[src/mds_pkg.sv]
// ----------------------------------------------------------------------------
// mds_pkg: shared types, constants and the code table
// Symbol codes, code store limits, the front-to-back command and the lookup
// from a stored code to its ASCII character.
// ----------------------------------------------------------------------------
package mds_pkg;

   localparam int MAX_CODE_LEN = 7;
   localparam int STORE_LEN    = 7;
   localparam int CODE_LIMIT   = (MAX_CODE_LEN < STORE_LEN) ? MAX_CODE_LEN : STORE_LEN;
   localparam int LEN_W        = $clog2(STORE_LEN + 1);

   localparam logic [7:0] CHR_STAR  = 8'h2A;  // '*'
   localparam logic [7:0] CHR_DASH  = 8'h30;  // '0'
   localparam logic [7:0] CHR_DOT   = 8'h31;  // '1'
   localparam logic [7:0] CHR_SPACE = 8'h20;  // ' '
   localparam logic [7:0] CHR_END   = 8'h2D;  // '-'

   localparam logic MODE_SYMBOL = 1'b0;
   localparam logic MODE_FLUSH  = 1'b1;

   localparam int CMD_DEPTH = 2;
   localparam int CMD_PTR_W = (CMD_DEPTH > 1) ? $clog2(CMD_DEPTH) : 1;
   localparam int CMD_CNT_W = $clog2(CMD_DEPTH + 1);

   // One command covers all results of one request.
   typedef struct packed {
      logic       has_char;
      logic [7:0] char_code;
      logic       has_space;
   } mds_cmd_type;

   // Element k at bit k, dash = 1. Bits above the length are always zero.
   function automatic logic [7:0] mds_lookup(input logic [LEN_W-1:0] len,
                                             input logic [STORE_LEN-1:0] bits);
      logic [7:0] ch;
      ch = CHR_STAR;
      unique case ({len, bits})
         {3'd1, 7'b0000000}: ch = "e";
         {3'd1, 7'b0000001}: ch = "t";
         {3'd2, 7'b0000000}: ch = "i";
         {3'd2, 7'b0000010}: ch = "a";
         {3'd2, 7'b0000001}: ch = "n";
         {3'd2, 7'b0000011}: ch = "m";
         {3'd3, 7'b0000000}: ch = "s";
         {3'd3, 7'b0000100}: ch = "u";
         {3'd3, 7'b0000010}: ch = "r";
         {3'd3, 7'b0000110}: ch = "w";
         {3'd3, 7'b0000001}: ch = "d";
         {3'd3, 7'b0000101}: ch = "k";
         {3'd3, 7'b0000011}: ch = "g";
         {3'd3, 7'b0000111}: ch = "o";
         {3'd4, 7'b0000000}: ch = "h";
         {3'd4, 7'b0001000}: ch = "v";
         {3'd4, 7'b0000100}: ch = "f";
         {3'd4, 7'b0000010}: ch = "l";
         {3'd4, 7'b0000110}: ch = "p";
         {3'd4, 7'b0001110}: ch = "j";
         {3'd4, 7'b0000001}: ch = "b";
         {3'd4, 7'b0001001}: ch = "x";
         {3'd4, 7'b0000101}: ch = "c";
         {3'd4, 7'b0001101}: ch = "y";
         {3'd4, 7'b0000011}: ch = "z";
         {3'd4, 7'b0001011}: ch = "q";
         {3'd5, 7'b0011111}: ch = "0";
         {3'd5, 7'b0011110}: ch = "1";
         {3'd5, 7'b0011100}: ch = "2";
         {3'd5, 7'b0011000}: ch = "3";
         {3'd5, 7'b0010000}: ch = "4";
         {3'd5, 7'b0000000}: ch = "5";
         {3'd5, 7'b0000001}: ch = "6";
         {3'd5, 7'b0000011}: ch = "7";
         {3'd5, 7'b0000111}: ch = "8";
         {3'd5, 7'b0001111}: ch = "9";
         {3'd5, 7'b0001001}: ch = "/";
         {3'd5, 7'b0001101}: ch = "(";
         {3'd5, 7'b0000010}: ch = "&";
         {3'd5, 7'b0010001}: ch = "=";
         {3'd5, 7'b0001010}: ch = "+";
         {3'd6, 7'b0101010}: ch = ".";
         {3'd6, 7'b0110011}: ch = ",";
         {3'd6, 7'b0001100}: ch = "?";
         {3'd6, 7'b0011110}: ch = "'";
         {3'd6, 7'b0110101}: ch = "!";
         {3'd6, 7'b0101101}: ch = ")";
         {3'd6, 7'b0000111}: ch = ":";
         {3'd6, 7'b0010101}: ch = ";";
         {3'd6, 7'b0100001}: ch = "-";
         {3'd6, 7'b0101100}: ch = "_";
         {3'd6, 7'b0010010}: ch = "\"";
         {3'd6, 7'b0010110}: ch = "@";
         {3'd7, 7'b1001000}: ch = "$";
         default:            ch = CHR_STAR;
      endcase
      return ch;
   endfunction

endpackage

[src/morse_symbol_decoder.sv]
// ----------------------------------------------------------------------------
// morse_symbol_decoder: Morse symbol stream to ASCII characters
// Front stage keeps the element code and turns each request that yields a result into a command;
// a two-entry command queue feeds the back stage, which emits the results.
// ----------------------------------------------------------------------------
//  channel   | handshake          | payload
//  ----------+--------------------+-------------------------------------------
//  request   | req_push, req_full | req_mode (1), req_symbol (8)
//  result    | rsp_pop, rsp_empty | rsp_char_code (8), rsp_run_last (1)
//
//  A request is taken whenever the command queue has room; its
//  results leave one per cycle from the back stage's output register while
//  rsp_pop stays high, so a word gap after a pending code gives two results.
//  Sustained rate while rsp_pop stays high: one request per cycle, one result per cycle.
//  Reset (synchronous) empties the code store, queue and output register.
//  A stalled result side fills the queue and then raises req_full.
// ----------------------------------------------------------------------------
module morse_symbol_decoder import mds_pkg::*; (
   input  logic       clock,
   input  logic       reset,
   input  logic       req_push,
   output logic       req_full,
   input  logic       req_mode,
   input  logic [7:0] req_symbol,
   output logic       rsp_empty,
   input  logic       rsp_pop,
   output logic [7:0] rsp_char_code,
   output logic       rsp_run_last
);

   logic        take;
   logic        cmd_push;
   mds_cmd_type front_cmd;
   logic        q_avail;
   logic        q_pop;
   mds_cmd_type q_head;

   // Request accepted only while the queue can take its command.
   assign take = req_push && !req_full;

   mds_front u_front (
      .clock    (clock),
      .reset    (reset),
      .take     (take),
      .mode     (req_mode),
      .symbol   (req_symbol),
      .cmd_push (cmd_push),
      .cmd      (front_cmd)
   );

   mds_cmd_fifo u_queue (
      .clock    (clock),
      .reset    (reset),
      .push     (cmd_push),
      .push_cmd (front_cmd),
      .full     (req_full),
      .pop      (q_pop),
      .avail    (q_avail),
      .head     (q_head)
   );

   mds_back u_back (
      .clock         (clock),
      .reset         (reset),
      .cmd_avail     (q_avail),
      .cmd           (q_head),
      .cmd_pop       (q_pop),
      .rsp_char_code (rsp_char_code),
      .rsp_run_last  (rsp_run_last),
      .rsp_empty     (rsp_empty),
      .rsp_pop       (rsp_pop)
   );

endmodule

[src/mds_front.sv]
// ----------------------------------------------------------------------------
// mds_front: request intake and code store
// Classifies each request, updates the stored code and issues at most one command.
// ----------------------------------------------------------------------------
module mds_front import mds_pkg::*; (
   input  logic        clock,
   input  logic        reset,
   input  logic        take,
   input  logic        mode,
   input  logic [7:0]  symbol,
   output logic        cmd_push,
   output mds_cmd_type cmd
);

   logic [STORE_LEN-1:0] code_bits_ff, code_bits_in;
   logic [LEN_W-1:0]     code_length_ff, code_length_in;
   logic                 code_overflow_ff, code_overflow_in;
   logic                 pending;
   logic                 at_limit;
   logic [7:0]           decoded;

   assign pending  = (code_length_ff != '0) || code_overflow_ff;
   assign at_limit = int'(code_length_ff) >= CODE_LIMIT;
   assign decoded  = (!code_overflow_ff && code_length_ff != '0)
                     ? mds_lookup(code_length_ff, code_bits_ff) : CHR_STAR;

   always_comb begin
      code_bits_in     = code_bits_ff;
      code_length_in   = code_length_ff;
      code_overflow_in = code_overflow_ff;
      cmd              = '{has_char: 1'b0, char_code: decoded, has_space: 1'b0};
      if (mode == MODE_FLUSH) begin
         cmd.has_char = pending;
         code_bits_in = '0; code_length_in = '0; code_overflow_in = 1'b0;
      end else if (symbol == CHR_DASH || symbol == CHR_DOT) begin
         if (at_limit) begin
            code_overflow_in = 1'b1;
         end else begin
            code_bits_in   = code_bits_ff
                             | ({{(STORE_LEN-1){1'b0}}, (symbol == CHR_DASH)} << code_length_ff);
            code_length_in = code_length_ff + 1'b1;
         end
      end else if (symbol == CHR_SPACE) begin
         cmd.has_char  = pending;
         cmd.has_space = 1'b1;
         code_bits_in = '0; code_length_in = '0; code_overflow_in = 1'b0;
      end else if (symbol == CHR_END) begin
         cmd.has_char = 1'b1;
         code_bits_in = '0; code_length_in = '0; code_overflow_in = 1'b0;
      end else begin
         cmd.has_char  = 1'b1;
         cmd.char_code = CHR_STAR;
         code_bits_in = '0; code_length_in = '0; code_overflow_in = 1'b0;
      end
   end

   assign cmd_push = take && (cmd.has_char || cmd.has_space);

   always_ff @(posedge clock) begin
      if (reset) begin
         code_bits_ff     <= '0;
         code_length_ff   <= '0;
         code_overflow_ff <= 1'b0;
      end else if (take) begin
         code_bits_ff     <= code_bits_in;
         code_length_ff   <= code_length_in;
         code_overflow_ff <= code_overflow_in;
      end
   end

endmodule

[src/mds_cmd_fifo.sv]
// ----------------------------------------------------------------------------
// mds_cmd_fifo: command queue between front and back
// Short first-in first-out store; front and back stall independently.
// ----------------------------------------------------------------------------
module mds_cmd_fifo import mds_pkg::*; (
   input  logic        clock,
   input  logic        reset,
   input  logic        push,
   input  mds_cmd_type push_cmd,
   output logic        full,
   input  logic        pop,
   output logic        avail,
   output mds_cmd_type head
);

   mds_cmd_type          slot_ff [CMD_DEPTH];
   logic [CMD_PTR_W-1:0] wr_ptr_ff, wr_ptr_in;
   logic [CMD_PTR_W-1:0] rd_ptr_ff, rd_ptr_in;
   logic [CMD_CNT_W-1:0] count_ff, count_in;
   logic                 do_push, do_pop;

   assign full    = (count_ff == CMD_CNT_W'(CMD_DEPTH));
   assign avail   = (count_ff != '0);
   assign head    = slot_ff[rd_ptr_ff];
   assign do_push = push && !full;
   assign do_pop  = pop && avail;

   always_comb begin
      wr_ptr_in = wr_ptr_ff;
      rd_ptr_in = rd_ptr_ff;
      count_in  = count_ff;
      if (do_push) begin
         wr_ptr_in = (int'(wr_ptr_ff) == CMD_DEPTH - 1) ? '0 : wr_ptr_ff + 1'b1;
      end
      if (do_pop) begin
         rd_ptr_in = (int'(rd_ptr_ff) == CMD_DEPTH - 1) ? '0 : rd_ptr_ff + 1'b1;
      end
      if (do_push && !do_pop) begin
         count_in = count_ff + 1'b1;
      end else if (do_pop && !do_push) begin
         count_in = count_ff - 1'b1;
      end
   end

   always_ff @(posedge clock) begin
      if (reset) begin
         wr_ptr_ff <= '0;
         rd_ptr_ff <= '0;
         count_ff  <= '0;
      end else begin
         wr_ptr_ff <= wr_ptr_in;
         rd_ptr_ff <= rd_ptr_in;
         count_ff  <= count_in;
      end
   end

   always_ff @(posedge clock) begin
      if (do_push) begin
         slot_ff[wr_ptr_ff] <= push_cmd;
      end
   end

endmodule

[src/mds_back.sv]
// ----------------------------------------------------------------------------
// mds_back: result sequencer
// Expands each command into one or two results held in an output register.
// ----------------------------------------------------------------------------
module mds_back import mds_pkg::*; (
   input  logic        clock,
   input  logic        reset,
   input  logic        cmd_avail,
   input  mds_cmd_type cmd,
   output logic        cmd_pop,
   output logic [7:0]  rsp_char_code,
   output logic        rsp_run_last,
   output logic        rsp_empty,
   input  logic        rsp_pop
);

   logic       cur_valid_ff, cur_valid_in;
   logic       char_pend_ff, char_pend_in;
   logic       space_ff, space_in;
   logic [7:0] char_ff, char_in;
   logic       taken, finishing;

   assign rsp_empty     = !cur_valid_ff;
   assign rsp_char_code = char_pend_ff ? char_ff : CHR_SPACE;
   assign rsp_run_last  = char_pend_ff ? !space_ff : 1'b1;

   assign taken     = rsp_pop && cur_valid_ff;
   assign finishing = taken && rsp_run_last;
   assign cmd_pop   = cmd_avail && (!cur_valid_ff || finishing);

   always_comb begin
      cur_valid_in = cur_valid_ff;
      char_pend_in = char_pend_ff;
      space_in     = space_ff;
      char_in      = char_ff;
      if (cmd_pop) begin
         cur_valid_in = 1'b1;
         char_pend_in = cmd.has_char;
         space_in     = cmd.has_space;
         char_in      = cmd.char_code;
      end else if (finishing) begin
         cur_valid_in = 1'b0;
      end else if (taken) begin
         char_pend_in = 1'b0;  // character gone, space still to send
      end
   end

   always_ff @(posedge clock) begin
      if (reset) begin
         cur_valid_ff <= 1'b0;
         char_pend_ff <= 1'b0;
         space_ff     <= 1'b0;
      end else begin
         cur_valid_ff <= cur_valid_in;
         char_pend_ff <= char_pend_in;
         space_ff     <= space_in;
      end
   end

   always_ff @(posedge clock) begin
      char_ff <= char_in;
   end

endmodule

[config.mk]
export PLATFORM = sky130hd
export DESIGN_NAME = morse_symbol_decoder
export DESIGN_NICKNAME = d
export VERILOG_FILES = /design/src/mds_pkg.sv /design/src/morse_symbol_decoder.sv /design/src/mds_front.sv /design/src/mds_cmd_fifo.sv /design/src/mds_back.sv
export SDC_FILE = /design/constraint.sdc
export NUM_CORES = 1
export LEC_CHECK = 0
export BUFFER_PORTS_ARGS = -buffer_cell sky130_fd_sc_hd__buf_4
export CORE_MARGIN = 2
export CORE_UTILIZATION = 45
export DETAILED_ROUTE_END_ITERATION = 7
export PLACE_DENSITY = 0.63
export SLEW_MARGIN = 40
export SYNTH_ARGS = -nofsm -noshare
export SYNTH_HDL_FRONTEND = slang
export SYNTH_SLANG_ARGS = --single-unit
[constraint.sdc]
create_clock -name clock -period 3.6 [get_ports clock]
set_input_delay 0.18 -clock clock [delete_from_list [all_inputs] [get_ports clock]]
set_output_delay 0.18 -clock clock [all_outputs]
set_load 0.01 [all_outputs]
==> metrics.md <==
| Metric | Value |
|---|---|
| Run status | completed |
| WL/cell | 16.3 µm |
| HPWL Detailed | 5350 µm |
| ANT nets after route | 0 |
| RSZ-0062 raised after global routing | false |
| Syn-to-layout area delta | 9.78% |
| Max-slew headroom | 0.444 |
| Via count | 2744 |
| Filler Cell Count | 619 |
| Chip height | 85.9 µm |
| CTS tree | built |
| Period utilization | 0.801 |
| R2R cell count | 6 |
| Largest net degree at the start of global routing | 22 |
| Top post-synthesis cells by area | edfxtp_1 (25%), dfxtp_1 (13%), nor2_1 (5.3%), nor2b_1 (4.3%), nor3_1 (3.3%) |
| Core area | 0.00642 mm² |
| Worst R2R Start | u_front.code_length_ff[0]$_SDFFE_PP0P_ |
| Multi-input logic area | 0.00174 mm² |
| CTS Hold Buffers Added | 0 |
| Residual DRC | 0 |
| Worst-Skew Late Latency | 0.29 ns |
| Synth Flop Type | edfxtp_1 |
| Worst EP required | 3.63 ns |
| Worst min path class | in -> reg |
| Reg2reg setup slack | 0.71 ns |
| Worst-path fanout max | 20 |
| Mapped Nets | 375 |
| Post-synth EDFFs | 25 |
| Vias in the first global route | 2471 |
| Lkg Pwr | 1.13 nW |
| YS warnings | 0 |
| GR Util met1 | 0.279 |
| GRT Total Usage | 0.205 |
| Worst-path clk slew | 0.08 ns |
| Placer Congestion | 0.949 |
| WP data arrival | 2.92 ns |
| Achievable Freq | 347 MHz |
| Rows | 29 |
| Number of H-tree levels | 2 |
| # IOs | 24 |
| Area post-placement | 0.00323 mm² |
| Layout net count | 387 |
| Cell Area, Synth | 0.00302 mm² |
| Post-CTS Resized | 0 |
| Slew Limit Fails | 0 |
| Vias/cell | 6.13 |
| Clock skew | 0.00535 ns |
| GR Overflow Total | 0 |
| Hold Path Cell Cnt | 2 |
| CTS root buffer | clkbuf_8 |
| Reg-to-Reg End | u_queue.slot_ff[0][4]$_DFFE_PP_ |
| Max-cap violations | 0 |
| Die Width | 85.9 µm |
| Post-route minimum period | 2.89 ns |
| Syn Area/Cell | 8.44 µm² |
| Buffers on Ports | 22 |
| First-pass GRT wire length | 12200 µm |
| Busiest grt layer | met2 |
| Share of layout cells above drive strength 1 | 0.148 |
| Inserted Clock Buffers | 5 |
| Setup TNS | 0 ns |
| Critical Path Sink | u_queue.slot_ff[0][4]$_DFFE_PP_ |
| Worst Tran Pin Value | 0.827 ns |
| Synthesized instance count | 358 |
| Setup bufs post-CTS | 0 |
| Cell variety after synth | 60 |
| ANT cells | 0 |
| Initial antenna violation count | 0 |
| Met2 GRT Util | 0.340 |
| Finish-stage setup viols | 0 |
| Yosys reg bits | 44 |
| Starting Density | 0.470 |
| Area leader, netlist | edfxtp_1 |
| Sequential share of the synthesized area | 0.374 |
| Crit path launch | u_front.code_length_ff[0]$_SDFFE_PP0P_ |
| Fin area | 0.00332 mm² |
| Met3 Usage GRT | 0.0289 |
| Ys async rst share | 0 |
| DIE AREA | 0.00738 mm² |
| Maximum vdd drop | 0.000169 V |
| Fin. Hold Viols | 0 |
| Critical path class | reg -> reg |
| FF+latch area | 0.00113 mm² |
| First-pass iteration count of the detailed router | 5 |
| Drt initial violations | 209 |
| Startpoint Class | flip-flop |
| WL final | 7300 µm |
| Crit. End Element | flip-flop |
| Pwr Density | 372 mW/mm² |
| Clock Sink Count | 44 |
| Clock Path Buffers | 2 |
| Top cell type's share of synthesized area | 0.249 |
-- through the flow --
step           utilization  std cells  setup slack, ns  power (mW)  hold WS (ns)
2_1_floorplan            -        358            0.931       0.858         0.253
3_3_place_gp         0.503        440            0.848       0.956         0.461
3_5_place_dp         0.503        440            0.759       0.962         0.471
4_1_cts              0.516        448            0.713        1.25         0.158
5_1_grt              0.516        448            0.485        1.31         0.166
6_report             0.516        448            0.715        1.23         0.160
-- metal layers --
metal  vias to the layer above  part of all wire
met5                         -                 0
met4                         0             0.020
met3                        22             0.075
met2                       145              0.48
met1                      1246              0.43
li1                       1331                 -
-- layout make-up --
type / instances / share of cell area
multi-input cells: 280 / 0.526
flip-flops and latches: 44 / 0.341
repair buffers: 31 / 0.0702
well taps: 77 / 0.0291
clock buffers: 5 / 0.0208
inverters: 8 / 0.00906
clock inverters: 3 / 0.00415
-- sequential cells by signal, summed over array words and instances (netlist names), named ones only --
register,count
u_queue.count_ff,2
u_back.space_ff,1
u_front.code_bits_ff,7
u_queue.wr_ptr_ff,1
u_front.code_overflow_ff,1
u_front.code_length_ff,3
u_back.char_pend_ff,1
u_back.cur_valid_ff,1
u_queue.slot_ff,18
u_queue.rd_ptr_ff,1
u_back.char_ff,7
-- worst max-delay path, cell delays in order (launching register included) --
cell and delay, ns:
dfxtp_1 0.73, inv_1 0.22, ha_1 0.24, nor2b_1 0.14, or3_1 0.45, or4b_1 0.51, or3_1 0.34
-- cells in the mapped netlist, types with 9 or more instances --
master and instances:
nor2_1 43, edfxtp_1 25, nand2_1 24, nor2b_1 21, nor3_1 20, dfxtp_1 19, nand3_1 15, o21ai_0 13
a21oi_1 12, and2_1 12, clkbuf_1 12, a31oi_1 9, buf_2 9, nand2b_1 9
-- placed cells by master, fill, tap and decap left out, drive strengths merged, types with 6 or more instances in the layout --
master,count
buf,31
nor3,20
nor4,6
a31oi,9
o21ai,13
and2,12
nor2b,21
nand2,24
a21oi,12
nand3,15
dfxtp,19
nor2,43
inv,8
edfxtp,25
a211oi,8
mux2,9
o21a,7
nand2b,9
-- worst min path at each step --
stage,start,endpoint,slack (ns)
3_3_place_gp,reset,u_back.cur_valid_ff$_SDFFE_PP0P_,0.46
2_1_floorplan,reset,u_back.space_ff$_SDFFE_PP0P_,0.25
6_report,reset,u_queue.wr_ptr_ff$_SDFFE_PP0P_,0.16
5_1_grt,reset,u_queue.rd_ptr_ff$_SDFFE_PP0P_,0.17
4_1_cts,reset,u_back.cur_valid_ff$_SDFFE_PP0P_,0.16
3_5_place_dp,reset,flip-flop,0.47
-- power breakdown --
group,switching (mW),internal [mW],total (mW)
registers,0.0502,0.609,0.660
logic,0.138,0.144,0.282
clock network,0.161,0.131,0.292
-- logic make-up (layout without fill, tap and decap cells) --
| logic type | count (synthesis) | in the layout | share of synthesized area |
|---|---|---|---|
| mux | 11 | 11 | 0.0402 |
| fa+ha+maj | 4 | 4 | 0.0166 |
| compound gates | 74 | 74 | 0.164 |
| simple gates | 183 | 183 | 0.334 |
| flops | 44 | 44 | 0.374 |
| xor+xnor | 7 | 7 | 0.0203 |
| buf+inv | 34 | 47 | 0.0485 |
| other cells | 1 | 1 | 0.00124 |
Power figures use the tool's default switching activity.
